==> src/sv/nlv_pkg.sv <==
// Package with character codes and character classes for the numeric literal validator.
`timescale 1ns / 1ps

package nlv_pkg;

  localparam int unsigned CharW  = 8;
  localparam int unsigned TdataW = 8;

  localparam logic [CharW-1:0] CHAR_NUL   = 8'h00;
  localparam logic [CharW-1:0] CHAR_PLUS  = 8'h2B;
  localparam logic [CharW-1:0] CHAR_MINUS = 8'h2D;
  localparam logic [CharW-1:0] CHAR_DOT   = 8'h2E;
  localparam logic [CharW-1:0] CHAR_E_LO  = 8'h65;
  localparam logic [CharW-1:0] CHAR_E_UP  = 8'h45;
  localparam logic [CharW-1:0] CHAR_SPACE = 8'h20;
  localparam logic [CharW-1:0] CHAR_TAB   = 8'h09;
  localparam logic [CharW-1:0] CHAR_CR    = 8'h0D;
  localparam logic [CharW-1:0] CHAR_ZERO  = 8'h30;
  localparam logic [CharW-1:0] CHAR_NINE  = 8'h39;

  localparam logic MODE_FLOAT = 1'b0;
  localparam logic MODE_INT   = 1'b1;

  function automatic logic is_ws(input logic [CharW-1:0] c);
    return (c == CHAR_SPACE) || ((c >= CHAR_TAB) && (c <= CHAR_CR));
  endfunction

  function automatic logic is_dig(input logic [CharW-1:0] c);
    return (c >= CHAR_ZERO) && (c <= CHAR_NINE);
  endfunction

  function automatic logic is_sign(input logic [CharW-1:0] c);
    return (c == CHAR_PLUS) || (c == CHAR_MINUS);
  endfunction

  function automatic logic is_exp(input logic [CharW-1:0] c);
    return (c == CHAR_E_LO) || (c == CHAR_E_UP);
  endfunction

endpackage

==> src/sv/numeric_literal_validator_core.sv <==
// Numeric literal validator: byte-stream parser that gives one verdict per terminated string.
`timescale 1ns / 1ps

// Takes one character per cycle on the input stream while in_tready is high and
// returns one verdict (tdata bit 0: 1 = valid) for each zero terminator byte, in
// the cycle after that byte is transferred; other bytes give no output. The rate
// is one byte per cycle while the output is not stalled, set by the single
// parse-phase register that a small next-state function updates on each transfer.
// The verdict waits in an output register; input is taken whenever that register
// is empty or being drained. cfg_wr_data selects the grammar (0 float, 1 integer);
// it is the user's duty to write it only while no string is in progress; the block has no check for it.
module numeric_literal_validator_core (
  input  logic                             clk,
  input  logic                             rst_n,
  input  logic                             cfg_wr_en,
  input  logic                             cfg_wr_data,
  input  logic                             in_tvalid,
  output logic                             in_tready,
  input  logic [nlv_pkg::TdataW-1:0]       in_tdata,   // [7:0] char_byte
  output logic                             out_tvalid,
  input  logic                             out_tready,
  output logic [nlv_pkg::TdataW-1:0]       out_tdata   // [0] is_valid, [7:1] zero
);

  typedef enum logic [3:0] {
    PH_LEAD     = 4'd0,
    PH_SIGN     = 4'd1,
    PH_INTDIG   = 4'd2,
    PH_DOTAFTER = 4'd3,
    PH_DOTFIRST = 4'd4,
    PH_FRACDIG  = 4'd5,
    PH_EXP      = 4'd6,
    PH_EXPSIGN  = 4'd7,
    PH_EXPDIG   = 4'd8,
    PH_ACCEPT   = 4'd9,
    PH_REJECT   = 4'd10
  } phase_t;

  logic                         mode_r;
  phase_t                       phase_r;
  phase_t                       step_phase;
  phase_t                       phase_nxt;
  logic                         out_tvalid_r;
  logic                         out_tvalid_nxt;
  logic                         is_valid_r;
  logic                         is_valid_nxt;
  logic                         in_xfer;
  logic                         term;
  logic                         int_mode;
  logic [nlv_pkg::CharW-1:0]    c;
  logic                         ok;

  assign c        = in_tdata[nlv_pkg::CharW-1:0];
  assign int_mode = (mode_r == nlv_pkg::MODE_INT);
  assign term     = (c == nlv_pkg::CHAR_NUL);
  assign in_tready = !out_tvalid_r || out_tready;
  assign in_xfer  = in_tvalid && in_tready;

  always_comb begin
    step_phase = PH_REJECT;
    case (phase_r)
      PH_LEAD: begin
        if (nlv_pkg::is_ws(c)) step_phase = PH_LEAD;
        else if (nlv_pkg::is_sign(c)) step_phase = PH_SIGN;
        else if (nlv_pkg::is_dig(c)) step_phase = PH_INTDIG;
        else if (c == nlv_pkg::CHAR_DOT && !int_mode) step_phase = PH_DOTFIRST;
      end
      PH_SIGN: begin
        if (nlv_pkg::is_dig(c)) step_phase = PH_INTDIG;
        else if (c == nlv_pkg::CHAR_DOT && !int_mode) step_phase = PH_DOTFIRST;
      end
      PH_INTDIG: begin
        if (nlv_pkg::is_dig(c)) step_phase = PH_INTDIG;
        else if (c == nlv_pkg::CHAR_DOT) step_phase = PH_DOTAFTER;
        else if (nlv_pkg::is_ws(c)) step_phase = PH_ACCEPT;
        else if (nlv_pkg::is_exp(c) && !int_mode) step_phase = PH_EXP;
      end
      PH_DOTAFTER: begin
        if (nlv_pkg::is_ws(c)) step_phase = PH_ACCEPT;
        else if (int_mode) step_phase = PH_REJECT;
        else if (nlv_pkg::is_dig(c)) step_phase = PH_FRACDIG;
        else if (nlv_pkg::is_exp(c)) step_phase = PH_EXP;
      end
      PH_DOTFIRST: begin
        if (nlv_pkg::is_dig(c)) step_phase = PH_FRACDIG;
      end
      PH_FRACDIG: begin
        if (nlv_pkg::is_dig(c)) step_phase = PH_FRACDIG;
        else if (nlv_pkg::is_exp(c)) step_phase = PH_EXP;
        else if (nlv_pkg::is_ws(c)) step_phase = PH_ACCEPT;
      end
      PH_EXP: begin
        if (nlv_pkg::is_sign(c)) step_phase = PH_EXPSIGN;
        else if (nlv_pkg::is_dig(c)) step_phase = PH_EXPDIG;
      end
      PH_EXPSIGN: begin
        if (nlv_pkg::is_dig(c)) step_phase = PH_EXPDIG;
      end
      PH_EXPDIG: begin
        if (nlv_pkg::is_dig(c)) step_phase = PH_EXPDIG;
        else if (nlv_pkg::is_ws(c)) step_phase = PH_ACCEPT;
      end
      PH_ACCEPT: step_phase = PH_ACCEPT;
      default:   step_phase = PH_REJECT;
    endcase
  end

  assign ok = (phase_r == PH_INTDIG) || (phase_r == PH_DOTAFTER) ||
              (phase_r == PH_FRACDIG) || (phase_r == PH_EXPDIG) ||
              (phase_r == PH_ACCEPT);

  always_comb begin
    phase_nxt      = phase_r;
    out_tvalid_nxt = out_tvalid_r && !out_tready;
    is_valid_nxt   = is_valid_r;
    if (in_xfer) begin
      if (term) begin
        phase_nxt      = PH_LEAD;
        out_tvalid_nxt = 1'b1;
        is_valid_nxt   = ok;
      end else begin
        phase_nxt = step_phase;
      end
    end
  end

  always_ff @(posedge clk) begin
    if (!rst_n) begin
      mode_r       <= nlv_pkg::MODE_FLOAT;
      phase_r      <= PH_LEAD;
      out_tvalid_r <= 1'b0;
    end else begin
      if (cfg_wr_en) begin
        mode_r <= cfg_wr_data;
      end
      phase_r      <= phase_nxt;
      out_tvalid_r <= out_tvalid_nxt;
    end
    is_valid_r <= is_valid_nxt;
  end

  assign out_tvalid = out_tvalid_r;
  assign out_tdata  = {{(nlv_pkg::TdataW-1){1'b0}}, is_valid_r};

  a_term_gives_verdict: assert property (@(posedge clk) disable iff (!rst_n)
    in_xfer && term |=> out_tvalid_r && phase_r == PH_LEAD)
    else $error("terminator transfer did not produce a verdict");

  a_char_no_verdict: assert property (@(posedge clk) disable iff (!rst_n)
    in_xfer && !term |=> !out_tvalid_r)
    else $error("non-terminator byte produced a verdict");

  a_accept_sticky: assert property (@(posedge clk) disable iff (!rst_n)
    in_xfer && !term && phase_r == PH_ACCEPT |=> phase_r == PH_ACCEPT)
    else $error("accepted string left the accept phase before its terminator");

  a_reject_sticky: assert property (@(posedge clk) disable iff (!rst_n)
    in_xfer && !term && phase_r == PH_REJECT |=> phase_r == PH_REJECT)
    else $error("rejected string left the reject phase before its terminator");

endmodule

==> config.mk <==
export PLATFORM = sky130hd
export DESIGN_NAME = numeric_literal_validator_core
export DESIGN_NICKNAME = d
export VERILOG_FILES = /design/src/sv/nlv_pkg.sv /design/src/sv/numeric_literal_validator_core.sv
export SDC_FILE = /design/constraint.sdc
export NUM_CORES = 1
export LEC_CHECK = 0
export BUFFER_PORTS_ARGS = -buffer_cell sky130_fd_sc_hd__buf_4
export CORE_MARGIN = 8
export CORE_UTILIZATION = 51
export CTS_CLUSTER_DIAMETER = 150
export DETAILED_ROUTE_END_ITERATION = 7
export PLACE_DENSITY = 0.89
export SLEW_MARGIN = 20
export SYNTH_ARGS = -nofsm -noshare
export SYNTH_HDL_FRONTEND = slang
export SYNTH_SLANG_ARGS = --single-unit
==> constraint.sdc <==
create_clock -name clk -period 1.9 [get_ports clk]
set_clock_uncertainty 0.05 [all_clocks]
set_input_delay 0.285 -clock clk [delete_from_list [all_inputs] [get_ports clk]]
set_output_delay 0.285 -clock clk [all_outputs]
set_load 0.02 [all_outputs]
; Word-level counts from Yosys, hierarchy flattened
; Cells that the tools add are included.
[totals]
output_inout_bits = 10
ram_bits = 0
elab_cells = 66
memories = 0
latch_bits = 0
romBits = 0
inputBits = 14
ff_bits = 7
[classes]
n_eq_ne = 15
n_reduce_logical = 20
magnitude_cmp = 4
addsub = 0
muxes = 23
shift = 0
n_bitwise = 0
mul = 0
n_div = 0
[op_table]
columns = op, n
row1 = $mux 4, 17
row2 = $pmux 4 s10, 1
row3 = $eq 8x6->1 const B, 4
row4 = $eq 4x3->1 const B, 4
row5 = $eq 8x7->1 const B, 2
row6 = $eq 4x2->1 const B, 2
row7 = $eq 4x4->1 const B, 2
row8 = $ge 8x4->1 const B, 1
row9 = $ge 8x6->1 const B, 1
row10 = $le 8x4->1 const B, 1
row11 = $le 8x6->1 const B, 1
row12 = $logic_not 8->1, 1
row13 = $logic_or 1x1->1, 8
row14 = $logic_and 1x1->1, 6
row15 = $mux 2, 3
row16 = $eq 4x1->1 const B, 1
row17 = $logic_not 4->1, 1
row18 = $logic_not 1->1, 3
row19 = $mux 1, 2
row20 = $reduce_and 2->1, 1

; Logic depth before layout (Yosys ltp)
; Gate-level depths: netlist of run 1.
[logic_depth]
ltp_word = 9
mapped_depth = 6
depth_no_buf = 5

; Worst setup path before layout of run 1
; Ideal clock, no wire load.
[synth_timing]
path_type = input to register
from = in in_tdata[1] (netlist name)
to = reg is_valid_r (enable)
arrival_ns = 1.331
n_path_buf = 1
path_stages = 5
slack_ns = 0.229
path_cell_list = buf_6 or4_2 nor2_1 nand2_1 inv_1
[synth_via]
elab_chain_len = 2
[synth_lines]
columns = item, line_no
row1 = "start, declared", numeric_literal_validator_core.sv:19  ; input logic [nlv_pkg::TdataW-1:0] in_tdata,
row2 = $logic_not 8->1, numeric_literal_validator_core.sv:55  ; assign term = (c == nlv_pkg::CHAR_NUL);
row3 = $reduce_and 2->1 (no line), --
row4 = "end signal, assigned", numeric_literal_validator_core.sv:139  ; is_valid_r <= is_valid_nxt;
row5 = "end, declared", numeric_literal_validator_core.sv:45  ; logic is_valid_r;
; No other way between the ends.
; A chain may end at the register's enable or synchronous reset.

; Final worst setup path of run 1
[layout_timing]
from = reg phase_r[2]
to = reg phase_r[2]
[layout_via]
elab_chain_len = 3
[layout_lines]
columns = item, line_no
row1 = "start, declared", numeric_literal_validator_core.sv:40  ; phase_t phase_r;
row2 = "start signal, assigned", numeric_literal_validator_core.sv:136  ; phase_r <= phase_nxt;
row3 = "$eq 4x4->1, or another cell as far along", numeric_literal_validator_core.sv:61  ; case (phase_r)
row4 = $pmux 4 s10 *, numeric_literal_validator_core.sv:61
row5 = $mux 4 *, numeric_literal_validator_core.sv:117  ; if (term) begin
; Every way passes the cells marked *; elsewhere a longest branch is shown, timed or not.

==> impl_summary.md, run 1 <==
Status
The flow ran to the end, and the final reports show no timing, DRC or antenna violations.

Routing
After detailed routing, the number of remaining DRC violations is 0. Using the TritonRoute via totals, the vias-per-cell ratio works out to between 6 and 7. After detailed routing, the total wire length is approximately 2200 um. The detailed router finished its first iteration with 32 violations. The detailed router placed 923 vias in this run. The number of iterations in the first detailed-routing pass is 4. The average wire per cell in the routed design is around 15 um. The number of nets with antenna violations after detailed routing is 0.

Finish
The final standard cell count with taps included and fillers excluded is 149. Compared with the post-synthesis result, the final layout area differs by 14.3%. In the final design database the tool counted 147 nets. Counting the fill cells in the layout gives 175.

The layout cell share with drive strength beyond 1 is 0.220. The antenna diode count is 0.

CTS
The maximum level of the CTS H-tree is 1. After clock tree synthesis, the clock-pin slew on the worst setup and hold paths is ~0.060 ns. The root cell of the clock tree is clkbuf_4. The number of instances resized during post-cts repair is 0. The number of clock sinks is 7. For this design, the CTS-stage hold fixing added 0 buffers. The TritonCTS clock tree is built. The post-CTS setup buffer count is 0.

The clock passes through at most 2 buffers. In this run, CTS created clock tree buffers numbering 3. The clock latency reported for the late side of the worst-skew pair is 0.25 ns.

Placed design
Once placement completed, the tool counted placed cells totaling 145. The count of buffers added on input and output ports is 16. The wire-length estimate of the detail-placed layout is around 1800 um.

At the end of routability-driven placement, the weighted congestion stood at 0.994.

Die
In this run the horizontal extent of the chip is 57.0 um. In this run the standard cell core region covers around 0.0017 mm2. The floorplan step set the die height to about 57 um.

The number of top-level design ports is 24. The effective utilization at floorplan is 0.518. The floorplan has 15 rows. The die covers about 0.0032 mm2.

Timing
Derived from the worst setup path, the maximum achievable clock frequency is just over 0.6 GHz. Setup violations remaining at the end of the flow were counted as 0. The final-report max-slew violation count came to 0. Setup repair after global routing left no endpoint under its margin. The smallest clock period supported by the final layout is computed as 1.62 ns.

The hold violation total from the final report is 0. The accumulated negative setup slack is 0 ns. The worst hold-check slack is about 0.24 ns. In the finished design, the share of the clock period the worst path needs comes to 0.851.

Global routing
The via count of the first global-routing pass came to around 900. The largest net degree at the start of global routing is 11. The initial antenna violation count is 0.

The first global-routing pass estimated roughly 3900 um of wire. The total overflow left after global routing is 0. Across every metal layer, demand over resource in global routing totals 0.141.

Synth
The Yosys warning count is 0. Of all cell types, the one taking the most synthesized area is dfxtp_1. The distinct cell type count of the synthesized netlist is approximately 50. After synthesis, the mean cell area works out to around 7.3 um2. Yosys instantiated no cell more often than nor2_1. By count the netlist is led by 12 x nor2_1, 10 x nand2_1, 8 x buf_4. The commonest register cell after synthesis is dfxtp_1.

The share of flip-flops with an asynchronous set or reset after synthesis is 0. The mapped netlist covers 856 um2. The number of instances in the synthesized netlist is approximately 120.

In the post-synthesis netlist, the biggest area contributors are dfxtp_1 14%, buf_4 7.0%, nor2_1 5.3%. The proportion of netlist area held by the largest area contributor is 0.140. The flop and latch count out of synthesis is 7. The share of the Yosys chip area taken by registers is 0.175. Counting flops with a built-in enable in the synthesized netlist gives 1.

Power
The reported leakage power is 0.000381 uW. The net switching power figure is 173 uW. The net switching fraction of the power is 0.354.

In this run the power density over the cells is 500 mW/mm2. The clock network fraction of total power is 0.290. The share of total power in combinational logic is 0.358.

The worst voltage drop across the vdd grid is 0.000248 V. The register share of total power is 0.352. The internal power of the cells totals 316 uW.

Setup path
The cell depth of the worst flop-to-flop path is 4. The worst setup path is captured at a flip-flop. The critical path is of the reg -> reg type. At the worst endpoint, the required time is 2.03 ns. Of all nets on the critical path, the largest fanout is 6. The worst setup path is launched from a flip-flop. STA puts the critical path data arrival time at 1.75 ns.

Run
The max-capacitance violation count is 0.

Min path
The worst hold path passes through 2 cells. The path type of the worst min-delay path is in -> reg.
[power by group through the flow]
stage | Clock (uW) | Sequential, uW | Combinational (uW)
global route | 151 | 173 | 193
floorplan | 0 | 163 | 140
CTS | 144 | 172 | 174
detailed placement | 0 | 175 | 173
global placement | 0 | 174 | 170
finish | 142 | 172 | 175
[per-layer routing]
metal  wire length [um]  GRT usage  up-vias  part of all wire
li1                   -          -      452                 -
met1                942      0.168      429              0.43
met2               1100      0.229       40              0.50
met3                158     0.0266        2             0.071
met4                 14     0.0805        0            0.0063
met5                  0          0        -                 0
[cell type report]
| type | instances | area, um2 | share of cell area |
|---|---|---|---|
| multi-input combinational | 98 | 623 | 0.637 |
| sequential | 7 | 150 | 0.153 |
| timing repair buffer | 19 | 143 | 0.146 |
| clock buffer | 4 | 26.3 | 0.0269 |
| tap | 17 | 21.3 | 0.0217 |
| inverter | 4 | 15.0 | 0.0153 |
[state kept, by name, indices dropped and copies added, names as in the netlist]
signal / count
phase_r: 4
int_mode: 1
out_tvalid: 1
is_valid_r: 1
[final timing paths]
kind / startpoint / end / slack (ns)
setup / recovery: phase_r[2] / phase_r[2] / 0.28
hold / removal: rst_n / int_mode / 0.24
setup reg to reg: phase_r[2] / phase_r[2] / 0.28
hold reg to reg: out_tvalid / out_tvalid / 0.49
[cell usage in the layout (no fill, tap or decap), drive strengths merged, types with 2 or more instances in the layout]
cell type,synthesis,routed
or2,2,2
nor3,4,4
inv,4,4
nor4,3,3
a21oi,5,5
and2,2,2
or4b,2,2
nand3,3,3
mux2i,2,2
clkbuf,5,4
o21ai,6,6
nand2b,3,3
a21o,2,2
o31ai,2,2
or4,2,2
buf,9,19
o211ai,3,3
nor2,12,12
nor2b,2,2
nand4,3,3
dfxtp,6,6
nand3b,2,2
o21a,3,3
nand2,10,10
a41oi,2,2
conb,1,7
[cell families (layout without fill, tap and decap cells)]
logic type / after synthesis / in the layout / synth area share
AND/OR/NAND/NOR: 55 / 55 / 0.377
AO/OA/AOI/OAI: 33 / 33 / 0.287
buffers and inverters: 18 / 27 / 0.123
flip-flops: 7 / 7 / 0.175
multiplexers: 2 / 2 / 0.0234
other: 1 / 7 / 0.00438
XOR/XNOR: 1 / 1 / 0.0102
[through the flow]
step	power (uW)	cell area, um2	utilization	worst slack [ns]
floorplan	303	878	-	0.229
global placement	344	952	0.577	0.0670
detailed placement	348	952	0.577	0.0490
CTS	490	978	0.592	0.285
global route	518	978	0.592	0.194
finish	489	978	0.592	0.282
[worst max-delay path, stage by stage, from the launching register on]
cell	delay (ns)
dfxtp_1	0.36
nand2b_1	0.26
o41ai_1	0.48
nand4_1	0.18
a41oi_2	0.21
No activity file was read; power rests on OpenSTA's default activity.
==> run 2, diff against run 1 <==
MAX_ROUTING_LAYER = met4   (was not set)
SLEW_MARGIN = not set   (was 20)
==> run 2 against run 1 <==
Compared with the run above: utilization stayed put; final cell count is the same; combinational power rose by 3%; highest routed layer unchanged; sequential power is essentially flat; critical path depth rose by 2; sequential share of layout area stayed put; register-to-register slack better by 0.07 ns; first-iteration DRC count is 3.1% lower; critical path type is now in -> reg.
==> impl_summary.md, run 2 (synthesized netlist as in run 1, its figures left out) <==
CTS
The number of clock sinks is 7 (unchanged). The number of instances resized during post-cts repair is 0 (unchanged). The TritonCTS buffer count is 3 (unchanged). The root cell of the clock tree is clkbuf_4. The post-CTS setup buffer count is 0 (unchanged). The post-CTS clock slew at the launch and capture registers of the worst setup and hold paths came to 0.05 ns (about the same). The count of hold buffers inserted by post-cts repair is 0 (unchanged). The maximum level of the CTS H-tree is 1 (unchanged). TritonCTS built the clock tree. The clock latency reported for the late side of the worst-skew pair is 0.26 ns (about the same). The maximum number of buffers from clock root to sink is 2 (unchanged).

Setup path
The reg-to-reg critical path startpoint is phase_r[2]. The critical path is of the in -> reg type. The critical path goes through buf_4 -> or4b_4 -> nor3_2 -> mux2i_1 -> or2_0 -> a41oi_2. The cell depth of the worst flop-to-flop path came to 4 (unchanged). The data arrival time of the critical path is 1.73 ns (-0.02 ns). The origin of the worst setup path is in_tdata[4]. STA classifies the critical path startpoint as an input pin. The top fanout value on the critical path is 6 (unchanged). The slowest stage of the critical path belongs to the cell or4b_4. The biggest cell delay along the critical path is 0.56 ns (+0.08 ns).

The endpoint type of the worst setup path is a flip-flop. The required time at the endpoint of the critical path was 2.03 ns (about the same).

Die
The effective utilization at floorplan is 0.518 (unchanged). The vertical die dimension is 57.0 um (unchanged). The number of top-level design ports is 24 (unchanged).

The placeable core region is 0.00165 mm2 (unchanged). The die width was 57.0 um (unchanged). The die area is 0.00325 mm2 (unchanged). The number of rows in the core area came to 15 (unchanged).

Finish
The antenna diode count is 0 (unchanged). The layout cell share with drive strength beyond 1 is 0.220 (unchanged). The number of flip-flops under the largest register name was 4 (unchanged). The library cells used most frequently in the layout, excluding fill and tap cells, are 19 x buf_4, 12 x nor2_1, 10 x nand2_1, 7 x conb_1, 6 x dfxtp_1.

The register with the highest flop count is phase_r. The area growth from synthesis to final layout came to 14.3% (unchanged). The final-stage net count is 147 (unchanged). The number of fillers in the final layout is 160 (-8.6%).

The most frequent standard cell in the layout excluding fill and tap cells is buf_4.

Timing
The final period utilization was 0.841 (-0.0101). The clock period minus final worst setup slack came to 1.60 ns (-0.0192 ns). The final-report max-slew violation count is 0 (unchanged). The final number of setup-violating endpoints is 0 (unchanged). The hold violation total from the final report is 0 (unchanged). Setup repair after global routing left no endpoint under its margin. The accumulated negative setup slack was 0 ns (unchanged). The final worst setup slack was 0.302 ns (+0.0192 ns). The top achievable clock speed is 0.626 GHz (+1.2%).

Power
The net switching fraction of the power is 0.358 (+0.00382). The net switching power figure was 176 uW (+1.7%). The reported leakage power was 0.000381 uW (unchanged). The total power density per cell area is 503 mW/mm2 (+0.63%).

The share of total power in combinational logic is 0.366 (+0.008). The internal power summed over all cells is 316 uW (about the same). The worst voltage drop across the vdd grid was 0.000296 V (+19%). The clock network fraction of total power is 0.285 (-0.005).

The register share of total power came to 0.349 (-0.003).

Placed design
The post-detailed-placement half-perimeter wirelength was 1840 um (+3.5%). The count of buffers inserted at the top-level ports is 16 (unchanged). The placement-stage worst setup slack is 0.0527 ns (+0.00364 ns). The last weighted congestion value of the routability-driven placer is 1.01 (+1.5%).

Min path
The depth of the worst hold-timing path came to 3 (+1). The worst hold path begins at cfg_wr_data. The worst hold path belongs to the class in -> reg.

Global routing
The initial antenna violation count is 0 (unchanged). The largest net degree at the start of global routing is 11 (unchanged). The total track usage came to 0.147 (+0.00555). The wire length of the first global-routing pass is 3960 um (+2.5%). The leftover overflow at the end of global routing is 0 (unchanged).

The via count of the first global-routing pass is 910 (+2.7%).

Routing
The number of nets with antenna violations after detailed routing is 0 (unchanged). The final routed DRC violation total came to 0 (unchanged). The average vias per placed instance is 6.32 (+2.1%).

The average wire per cell in the routed design is 15.3 um (+3.0%). The final wirelength is 2280 um (+3.0%). The number of iterations in the first detailed-routing pass is 4 (unchanged). The detailed router's first-iteration violation count came to 31 (-3.1%).

The routed via count is 942 (+2.1%).

Run
The max-capacitance violation count is 0 (unchanged).

Status
The flow ran to the end, and the final reports show no timing, DRC or antenna violations.
==> run 2: cell counts in the layout (fill, tap and decap cells not counted) <==
No cell type changed its count.
==> run 2: area by class of cell <==
cell class / count / area (um2) / share of cell area
multi-input combinational: 98 / 623 / 0.637
sequential: 7 / 150 / 0.153
timing repair buffer: 19 / 143 / 0.146
clock buffer: 4 / 26.3 / 0.0269
tap: 17 / 21.3 / 0.0217
inverter: 4 / 15.0 / 0.0153
==> run 2: metal layers <==
layer | wire (um) | track usage
met1 | 999 | 0.169
met2 | 1080 | 0.242
met3 | 162 | 0.0244
met4 | 34 | 0.0671
met5 | 0 | -
==> run 2: path summary, 6_finish.rpt <==
kind,to,slack [ns]
max,phase_r[2],0.30
min,int_mode,0.25
max reg2reg,phase_r[2],0.35
min reg2reg,out_tvalid,0.50
==> run 2: per-stage QoR <==
| stage | utilization | cell area [um2] | hold slack, ns | cells | power [uW] |
|---|---|---|---|---|---|
| floorplan | - | 878 | 0.363 | 123 | 303 |
| global placement | 0.577 | 952 | 0.475 | 145 | 345 |
| detailed placement | 0.577 | 952 | 0.492 | 145 | 350 |
| CTS | 0.592 | 978 | 0.246 | 149 | 490 |
| global route | 0.592 | 978 | 0.268 | 149 | 516 |
| finish | 0.592 | 978 | 0.249 | 149 | 492 |
==> run 2: worst max-delay path: cells and delay by family <==
kind,cells,cell delay [ns]
buf+inv,1,0.13
compound gates,1,0.16
mux,1,0.13
simple gates,3,1.03
==> run 2: power by group through the flow <==
stage | combinational (uW) | clock (uW) | sequential [uW]
2_1_floorplan | 140 | 0 | 163
3_3_place_gp | 171 | 0 | 174
3_5_place_dp | 176 | 0 | 174
4_1_cts | 176 | 142 | 171
5_1_grt | 196 | 147 | 173
6_report | 180 | 140 | 172
